==> src/sv/assert_macros.svh <==
// Assertion macros for the RTL. Define NO_ASSERTIONS to compile them out.
`ifndef ASSERT_MACROS_SVH
`define ASSERT_MACROS_SVH

`ifndef NO_ASSERTIONS

// The property must hold at every clock edge outside reset.
`define ASSERT_ALWAYS(lbl, clk, rst_n, prop) \
  lbl: assert property (@(posedge clk) disable iff (!rst_n) (prop)) \
    else $error("assertion failed");

// When the antecedent holds, the consequent must follow it (non-overlapping implication).
`define ASSERT_NEXT(lbl, clk, rst_n, ante, cons) \
  lbl: assert property (@(posedge clk) disable iff (!rst_n) (ante) |=> (cons)) \
    else $error("assertion failed");

`else

`define ASSERT_ALWAYS(lbl, clk, rst_n, prop)
`define ASSERT_NEXT(lbl, clk, rst_n, ante, cons)

`endif

`endif

==> src/sv/lsps_pkg.sv <==
package lsps_pkg;

  // Default width of the tick count that is actually used.
  localparam int unsigned TIME_BITS_DEF = 24;

  // Shared multiplier geometry.
  localparam int unsigned MUL_A_W = 17;
  localparam int unsigned MUL_B_W = 32;
  localparam int unsigned PROD_W  = MUL_A_W + MUL_B_W;
  localparam int unsigned ACC_W   = PROD_W + 1;

  // Configuration register indexes.
  localparam logic [1:0] REG_LOWPASS_COEFF     = 2'd0;
  localparam logic [1:0] REG_LOAD_SCALE        = 2'd1;
  localparam logic [1:0] REG_BLOCKS_PER_SAMPLE = 2'd2;

  // Register values after reset.
  localparam logic [15:0] LOWPASS_COEFF_RST     = 16'd63946;
  localparam logic [15:0] LOAD_SCALE_RST        = 16'd614;
  localparam logic [15:0] BLOCKS_PER_SAMPLE_RST = 16'd93;

  // Q16.16 ceiling of a load, and the half-LSB used for rounding.
  localparam logic [31:0] LOAD_FIX_MAX = 32'hFFFF_0000;
  localparam logic [15:0] RND_HALF     = 16'h8000;
  localparam logic [47:0] SUM_MAX      = 48'hFFFF_FFFF_FFFF;
  localparam logic [31:0] COUNT_MAX    = 32'hFFFF_FFFF;

  // Control of the shared multiply-accumulate unit.
  typedef struct packed {
    logic en;     // update the accumulator this cycle
    logic accum;  // add product and rounding half to it, else load product
  } mac_ctrl_t;

endpackage

==> src/sv/lsps_mac.sv <==
module lsps_mac (
  input  logic                                clk_i,
  input  lsps_pkg::mac_ctrl_t                 ctrl_i,
  input  logic [lsps_pkg::MUL_A_W-1:0]        op_a_i,
  input  logic [lsps_pkg::MUL_B_W-1:0]        op_b_i,
  output logic [lsps_pkg::ACC_W-1:0]          acc_o
);
  import lsps_pkg::*;

  logic [PROD_W-1:0] prod;
  logic [ACC_W-1:0]  acc_d, acc_q;

  assign prod = PROD_W'(op_a_i) * PROD_W'(op_b_i);

  // Accumulating also adds the half-LSB for the later shift by 16.
  always_comb begin
    if (ctrl_i.accum) begin
      acc_d = acc_q + ACC_W'(prod) + ACC_W'(RND_HALF);
    end else begin
      acc_d = ACC_W'(prod);
    end
  end

  always_ff @(posedge clk_i) begin
    if (ctrl_i.en) begin
      acc_q <= acc_d;
    end
  end

  assign acc_o = acc_q;

endmodule

==> src/sv/load_smoother_with_periodic_stats.sv <==
// Load smoother with periodic statistics. Each input word is the processing
// time of one block in timer ticks (only the low TIME_BITS bits count). It is
// scaled to a Q16.16 load percentage by load_scale, saturated at 65535 %,
// smoothed by a one-pole lowpass with Q16 coefficient lowpass_coeff, and the
// smoothed value rounded half up is returned. Every blocks_per_sample blocks
// the rounded value also updates the minimum, maximum, saturating sum and
// saturating sample count, which every result word shows. A word is taken
// in, then a single multiplier is used three times in a row (ticks times
// scale, coefficient times state, complement times load), followed by a
// filter step and a statistics step, which waits while the output register
// cannot take a word. A new word is accepted only in idle, after the last
// one has left the statistics step. The result sits in an output register,
// so the next word may be accepted while the previous result waits to be
// taken. Configuration registers are written through cfg_we_i, cfg_idx_i
// and cfg_data_i; an index beyond the three registers is ignored.
module load_smoother_with_periodic_stats #(
  parameter int unsigned TIME_BITS = lsps_pkg::TIME_BITS_DEF
) (
  input  logic        clk_i,
  input  logic        rst_ni,
  // Configuration write port.
  input  logic        cfg_we_i,
  input  logic [1:0]  cfg_idx_i,
  input  logic [15:0] cfg_data_i,
  // Input channel.
  input  logic        in_valid_i,
  output logic        in_ready_o,
  input  logic [23:0] elapsed_ticks_i,
  // Result channel.
  output logic        out_valid_o,
  input  logic        out_ready_i,
  output logic [15:0] smoothed_load_o,
  output logic        sample_taken_o,
  output logic [15:0] load_min_o,
  output logic [15:0] load_max_o,
  output logic [47:0] load_sum_o,
  output logic [31:0] sample_count_o
);
  import lsps_pkg::*;

  `include "assert_macros.svh"

  // Sequencer codes.
  localparam logic [2:0] S_IDLE = 3'd0;
  localparam logic [2:0] S_MUL1 = 3'd1;  // ticks times scale
  localparam logic [2:0] S_MUL2 = 3'd2;  // coefficient times state, load saturated
  localparam logic [2:0] S_MUL3 = 3'd3;  // add complement times load
  localparam logic [2:0] S_FILT = 3'd4;  // shift and saturate the new state
  localparam logic [2:0] S_STAT = 3'd5;  // round, statistics, result word

  logic [2:0]           state_q, state_d;
  logic [15:0]          coeff_q, scale_q, bps_q;
  logic [TIME_BITS-1:0] ticks_q;
  logic [31:0]          load_q;
  logic [31:0]          smooth_q;
  logic [15:0]          cnt_q;
  logic [15:0]          min_q, max_q;
  logic [47:0]          sum_q;
  logic [31:0]          count_q;

  logic                 out_valid_q, out_valid_d;
  logic [15:0]          out_load_q;
  logic                 out_sample_q;

  mac_ctrl_t            mac_ctrl;
  logic [MUL_A_W-1:0]   mac_a;
  logic [MUL_B_W-1:0]   mac_b;
  logic [ACC_W-1:0]     mac_acc;

  logic                 in_fire;
  logic                 out_free;
  logic [ACC_W-17:0]    filt_shift;
  logic [31:0]          filt_sat;
  logic [31:0]          load_sat;
  logic [32:0]          round_sum;
  logic [15:0]          rounded;
  logic [15:0]          period;
  logic [16:0]          cnt_next;
  logic                 sample;
  logic [48:0]          sum_next;

  assign in_ready_o = (state_q == S_IDLE);
  assign in_fire    = in_valid_i && in_ready_o;
  // The statistics step may write the output register when it is empty or
  // its word is being taken in this very cycle.
  assign out_free   = !out_valid_q || out_ready_i;

  // The shared multiplier sees different operands in each step.
  always_comb begin
    mac_ctrl = '0;
    mac_a    = '0;
    mac_b    = '0;
    case (state_q)
      S_MUL1: begin
        mac_ctrl.en = 1'b1;
        mac_a       = MUL_A_W'(scale_q);
        mac_b       = MUL_B_W'(ticks_q);
      end
      S_MUL2: begin
        mac_ctrl.en = 1'b1;
        mac_a       = MUL_A_W'(coeff_q);
        mac_b       = smooth_q;
      end
      S_MUL3: begin
        mac_ctrl.en    = 1'b1;
        mac_ctrl.accum = 1'b1;
        mac_a          = (MUL_A_W'(1) << 16) - MUL_A_W'(coeff_q);
        mac_b          = load_q;
      end
      default: begin
        mac_ctrl = '0;
      end
    endcase
  end

  lsps_mac u_mac (
    .clk_i  (clk_i),
    .ctrl_i (mac_ctrl),
    .op_a_i (mac_a),
    .op_b_i (mac_b),
    .acc_o  (mac_acc)
  );

  // The scaled load is clamped to 65535.0 % before it enters the filter.
  assign load_sat   = (mac_acc > ACC_W'(LOAD_FIX_MAX)) ? LOAD_FIX_MAX : mac_acc[31:0];

  // The accumulator already holds the rounding half, so the new state is a
  // plain shift, again clamped.
  assign filt_shift = mac_acc[ACC_W-1:16];
  assign filt_sat   = (filt_shift > (ACC_W-16)'(LOAD_FIX_MAX)) ? LOAD_FIX_MAX
                                                              : filt_shift[31:0];

  // Half-up rounding of the Q16.16 state to a whole percentage.
  assign round_sum  = 33'(smooth_q) + 33'(RND_HALF);
  assign rounded    = round_sum[32] ? 16'hFFFF : round_sum[31:16];

  // A period of zero behaves as a sample on every block.
  assign period     = (bps_q == 16'd0) ? 16'd1 : bps_q;
  assign cnt_next   = 17'(cnt_q) + 17'd1;
  assign sample     = (cnt_next >= 17'(period));
  assign sum_next   = 49'(sum_q) + 49'(rounded);

  always_comb begin
    state_d = state_q;
    case (state_q)
      S_IDLE: begin
        if (in_fire) begin
          state_d = S_MUL1;
        end
      end
      S_MUL1: state_d = S_MUL2;
      S_MUL2: state_d = S_MUL3;
      S_MUL3: state_d = S_FILT;
      S_FILT: state_d = S_STAT;
      S_STAT: begin
        if (out_free) begin
          state_d = S_IDLE;
        end
      end
      default: state_d = S_IDLE;
    endcase
  end

  always_comb begin
    out_valid_d = out_valid_q;
    if (out_valid_q && out_ready_i) begin
      out_valid_d = 1'b0;
    end
    if ((state_q == S_STAT) && out_free) begin
      out_valid_d = 1'b1;
    end
  end

  // Control state, configuration registers and the filter and statistics state.
  always_ff @(posedge clk_i or negedge rst_ni) begin
    if (!rst_ni) begin
      state_q     <= S_IDLE;
      out_valid_q <= 1'b0;
      coeff_q     <= LOWPASS_COEFF_RST;
      scale_q     <= LOAD_SCALE_RST;
      bps_q       <= BLOCKS_PER_SAMPLE_RST;
      smooth_q    <= '0;
      cnt_q       <= '0;
      min_q       <= '0;
      max_q       <= '0;
      sum_q       <= '0;
      count_q     <= '0;
    end else begin
      state_q     <= state_d;
      out_valid_q <= out_valid_d;

      if (cfg_we_i) begin
        case (cfg_idx_i)
          REG_LOWPASS_COEFF:     coeff_q <= cfg_data_i;
          REG_LOAD_SCALE:        scale_q <= cfg_data_i;
          REG_BLOCKS_PER_SAMPLE: bps_q   <= cfg_data_i;
          default: ;
        endcase
      end

      if (state_q == S_FILT) begin
        smooth_q <= filt_sat;
      end

      if ((state_q == S_STAT) && out_free) begin
        if (sample) begin
          // The first sample sets both extremes.
          if ((count_q == '0) || (rounded < min_q)) begin
            min_q <= rounded;
          end
          if ((count_q == '0) || (rounded > max_q)) begin
            max_q <= rounded;
          end
          sum_q <= sum_next[48] ? SUM_MAX : sum_next[47:0];
          if (count_q != COUNT_MAX) begin
            count_q <= count_q + 32'd1;
          end
          cnt_q <= '0;
        end else begin
          cnt_q <= cnt_next[15:0];
        end
      end
    end
  end

  // Datapath registers without reset.
  always_ff @(posedge clk_i) begin
    if (in_fire) begin
      ticks_q <= TIME_BITS'(elapsed_ticks_i);
    end
    if (state_q == S_MUL2) begin
      load_q <= load_sat;
    end
    if ((state_q == S_STAT) && out_free) begin
      out_load_q   <= rounded;
      out_sample_q <= sample;
    end
  end

  assign out_valid_o     = out_valid_q;
  assign smoothed_load_o = out_load_q;
  assign sample_taken_o  = out_sample_q;
  // The statistics registers only change when a result word is loaded, so
  // they double as the statistics fields of the waiting word.
  assign load_min_o      = min_q;
  assign load_max_o      = max_q;
  assign load_sum_o      = sum_q;
  assign sample_count_o  = count_q;

  // An accepted word starts the multiply sequence at once.
  `ASSERT_NEXT(a_start_seq, clk_i, rst_ni, in_fire, state_q == S_MUL1)
  // A waiting result is never overwritten by the next one.
  `ASSERT_NEXT(a_no_overwrite, clk_i, rst_ni,
    (state_q == S_STAT) && out_valid_q && !out_ready_i, state_q == S_STAT)
  // The filter state never exceeds the load ceiling.
  `ASSERT_ALWAYS(a_state_ceiling, clk_i, rst_ni, smooth_q <= LOAD_FIX_MAX)
  // The block counter is cleared before it can reach the largest period.
  `ASSERT_ALWAYS(a_cnt_range, clk_i, rst_ni, cnt_q != 16'hFFFF)
  // Once a sample exists the extremes are ordered.
  `ASSERT_ALWAYS(a_min_le_max, clk_i, rst_ni, (count_q == '0) || (min_q <= max_q))

endmodule
==> config.mk <==
export PLATFORM = sky130hd
export DESIGN_NAME = load_smoother_with_periodic_stats
export DESIGN_NICKNAME = d
export VERILOG_FILES = /design/src/sv/lsps_pkg.sv /design/src/sv/lsps_mac.sv /design/src/sv/load_smoother_with_periodic_stats.sv
export VERILOG_INCLUDE_DIRS = /design/src /design/src/sv
export SDC_FILE = /design/constraint.sdc
export NUM_CORES = 2
export LEC_CHECK = 0
export ABC_CLOCK_PERIOD_IN_PS = 13900
export BUFFER_PORTS_ARGS = -buffer_cell sky130_fd_sc_hd__buf_4
export CORE_MARGIN = 2
export CORE_UTILIZATION = 45
export CTS_CLUSTER_SIZE = 25
export DETAILED_ROUTE_END_ITERATION = 6
export GPL_ROUTABILITY_DRIVEN = 1
export GPL_TIMING_DRIVEN = 0
export MAX_ROUTING_LAYER = met4
export PLACE_DENSITY = 0.64
export SLEW_MARGIN = 20
export SYNTH_ARGS = -nofsm -noshare
export SYNTH_HDL_FRONTEND = slang
export SYNTH_HIERARCHICAL = 1
export SYNTH_SLANG_ARGS = --single-unit
==> constraint.sdc <==
create_clock -name clk_i -period 13.9 [get_ports clk_i]
set_clock_uncertainty 0.05 [all_clocks]
set_input_delay 0.695 -clock clk_i [delete_from_list [all_inputs] [get_ports clk_i]]
set_output_delay 0.695 -clock clk_i [all_outputs]
set_load 0.01 [all_outputs]
==> metrics.sh <==
DETAILROUTE.VIA_COUNT=30000
LAYOUT_COMMONEST_CELL='sky130_fd_sc_hd__inv_1'
PORT_BUFFERS=177
MAX_SLEW_MARGIN_PCT=22.2
TIMING.FINAL.CRIT_SHARE_PCT=94.5
CHIPHEIGHT_UM=295
YS.WARNINGS.COUNT=6
MAXIMUM_NUMBER_OF_PINS_ON_ONE_NET_BEFORE_GLOBAL_ROUTE_REPAIR=88
GLOBAL_ROUTE.OVERFLOW_TOTAL=0
DIE_W_UM=295
ROUTED-WL-MET3_UM=7940
TIMING.MAX_CAP.VIOLATIONS=0
DETAIL_ROUTE.WIRELENGTH.MET1_UM=48800
REPORT.FINAL.HOLD_VIOL_COUNT=0
NUMBER_OF_GLOBAL_ROUTE_VIAS_BEFORE_REPAIR=30200
GP_ROUTABILITY_CONGESTION=0.958
CRITICAL_PATH.SLOWEST_CELL='sky130_fd_sc_hd__nor2_1'
INSERTION_DELAY_PS=570
CRITICAL_PATH_ARRIVAL_PS=13380
CRIT_PATH_END_KIND='flip-flop'
STARTPOINT_TYPE='flip-flop'
MAXSLEWVIOLCOUNT=0
DETAILEDPLACEMENTHPWL_UM=92800
SYNTH.LIB_CELLS_USED.DISTINCT=108
YOSYSSEQAREASHARE_PCT=23.7
SETUP_VIOLATION_TOTAL_IN_THE_FINAL_TIMING_REPORT=0
GRT_SETUP_UNREPAIRED='no'
TRITONCTS='done'
SYNTH.CELL_AREA_UM2=38000
H_TREE_DEPTH=2
DRIVE_ABOVE_1_SHARE_PCT=11.0
CTS-ROOT-TO-SINK-BUFFERS=3
CRITPATHKIND='reg -> reg'
DRTPASS1ITERATIONS=5
POSTSYNTH.TOPFLOPCELL='sky130_fd_sc_hd__dfrtp_1'
POSTSYNTHNETCOUNT=4832
CRIT_PATH_MAX_INCR_DELAY_PS=850
DRC=0
AREAGROWTHSYNTHTOFINISH_PCT=11.4
AVGROUTEDWIREPERCELL_UM=20.7
HOLD_SLACK_PS=265
DRT-INITIAL-DRC-COUNT=2264
ANTENNA_FOUND_INITIAL=1
FLOORPLAN.INITIALDENSITY_PCT=45.5
CTSROOTBUFFERMASTER='sky130_fd_sc_hd__clkbuf_16'
IOPINCOUNT=178
CTS.SINKS=335
CTS_MADE_BUFFERS=39
TOP_LAYER_USED='met4'
ASYNC_RESET_FF_SHARE_PCT=63.3
TIGHTEST_SLEW_PS=1160
CRIT_PATH_MAX_FANOUT=10
HOLDCRITPATHCLASS='in -> reg'
DRTANTENNAVIOLNETS=0
POSTLAYOUTCOREUTIL_PCT=50.6
POSTSYNTHAREAPERCELL_UM2=9.40
ROUTE.MET2.WL_UM=51700
FINAL_NETS=5057
DRT-VIAS-PER-INSTANCE=5.51
FP-ROW-COUNT=106
SYNTH_ENABLE_FLOP_CELLS=123
CTS.CLK_SLEW.WORST_PATHS_PS=60
FINAL.FILL_COUNT=7835
CORE-AREA_UM2=83700
WORST_EP_REQUIRED_TIME_PS=14140
GROUTE.USAGE.OVERALL_PCT=27.2
LAYOUT_SETUP_WS_PS=763
GRT_PASS1_WL_UM=177000
FINALSETUPTNS_PS=0
NETLIST_INSTANCES=4048
PRE_CTS_WS_PS=782
OUTCOME='completed'
TOTAL_DIE_AREA_UM2=86900
FMAX_MHz=76.1
PERIOD_MINUS_SLACK_PS=13140
DRT_WL_TOTAL_UM=113000
POSTSYNTHREGISTERBITS=335
MOST-COMMON-LAYOUT-CELLS='sky130_fd_sc_hd__inv_1 (650), sky130_fd_sc_hd__nand2_1 (545), sky130_fd_sc_hd__fa_1 (451)'
-- flip-flops by register name, summed over array words and instances, names as in the netlist --
signal / cells
load_sum_o: 48
sample_taken_o: 1
state_q: 3
coeff_q: 16
bps_q: 16
cnt_q: 16
out_valid_o: 1
load_min_o: 16
sample_count_o: 32
u_mac/acc_o: 50
smooth_q: 32
load_q: 32
smoothed_load_o: 16
ticks_q: 24
load_max_o: 16
scale_q: 16
-- cells by family (layout without fill, tap and decap cells) --
group | count (synthesis) | count (layout) | share of synthesized area (%)
AO/OA/AOI/OAI | 530 | 530 | 9.47
XOR/XNOR | 181 | 181 | 4.19
adder cells (fa/ha/maj) | 737 | 737 | 33.1
buffers and inverters | 825 | 1081 | 8.33
flip-flops | 335 | 335 | 23.7
multiplexers | 161 | 161 | 4.73
other | 0 | 1 | 0
AND/OR/NAND/NOR | 1279 | 1279 | 16.4
-- synthesized netlist by cell type (55+ instances only) --
master	number	share of area (%)
sky130_fd_sc_hd__nand4_1	60	0.99
sky130_fd_sc_hd__o21ai_0	79	1.0
sky130_fd_sc_hd__ha_1	286	9.4
sky130_fd_sc_hd__edfxtp_1	123	9.7
sky130_fd_sc_hd__a21oi_1	153	2.0
sky130_fd_sc_hd__dfrtp_1	192	13
sky130_fd_sc_hd__and2_1	204	3.4
sky130_fd_sc_hd__nand3_1	71	0.93
sky130_fd_sc_hd__fa_1	451	24
sky130_fd_sc_hd__xor2_1	55	1.3
sky130_fd_sc_hd__clkbuf_1	154	1.5
sky130_fd_sc_hd__mux2_2	113	3.3
sky130_fd_sc_hd__nor2_1	162	1.6
sky130_fd_sc_hd__nand2_1	545	5.4
sky130_fd_sc_hd__inv_1	650	6.4
sky130_fd_sc_hd__xnor2_1	125	2.9
-- routing by layer --
layer / up-vias / global-route usage [%]
li1: 13700 / -
met1: 15000 / 36.6
met2: 1084 / 42.3
met3: 232 / 4.24
met4: 0 / 8.55
met5: - / -
-- worst max-delay path: cells and delay by family (launching register included) --
family / cells / cell delay (ps)
DFF: 1 / 400
muxes: 1 / 290
adders and majority gates: 10 / 4170
buffers and inverters: 5 / 1010
xor gates and xnor gates: 2 / 620
and+or+nand+nor: 12 / 4070
AOI/OAI and AO/OA: 11 / 2250
-- what timing repair did --
action,CTS,global route
buffers inserted,0,0
endpoints found under the setup margin,0,3
hold buffers,1,0
gates resized for setup,0,1
hold endpoints to repair,13,0
-- final cells by class --
| cell class | instances | area, µm² | area share (%) |
|---|---|---|---|
| multi-input combinational | 2888 | 25900 | 61.1 |
| sequential | 335 | 9020 | 21.3 |
| inverter | 650 | 2440 | 5.76 |
| timing repair buffer | 184 | 1490 | 3.52 |
| tap | 1134 | 1420 | 3.35 |
| clock buffer | 50 | 1130 | 2.67 |
| buffer | 175 | 729 | 1.72 |
| clock inverter | 22 | 246 | 0.582 |
| antenna | 1 | 2.50 | 0.00591 |
-- final timing paths --
path | from | to | slack [ps] | depth (start not counted)
setup / recovery | coeff_q[0] | u_mac/acc_o[42] | 760 | 41
hold / removal | elapsed_ticks_i[22] | ticks_q[22] | 270 | 1
setup reg to reg | coeff_q[0] | u_mac/acc_o[42] | 760 | 41
hold reg to reg | scale_q[11] | scale_q[11] | 460 | 1
max in group asynchronous | rst_ni | smooth_q[30] | 12350 | 3
min in group asynchronous | rst_ni | sample_count_o[20] | 580 | 2
-- through the flow --
step	cell area [µm²]	std cells
floorplan	38000	4048
global placement	40800	5359
CTS	42400	5438
finish	42400	5439
global route	42400	5438
detailed placement	41000	5365
Power is not shown: default switching activity piles up to over one toggle a cycle in this logic, so the estimate is an artifact.
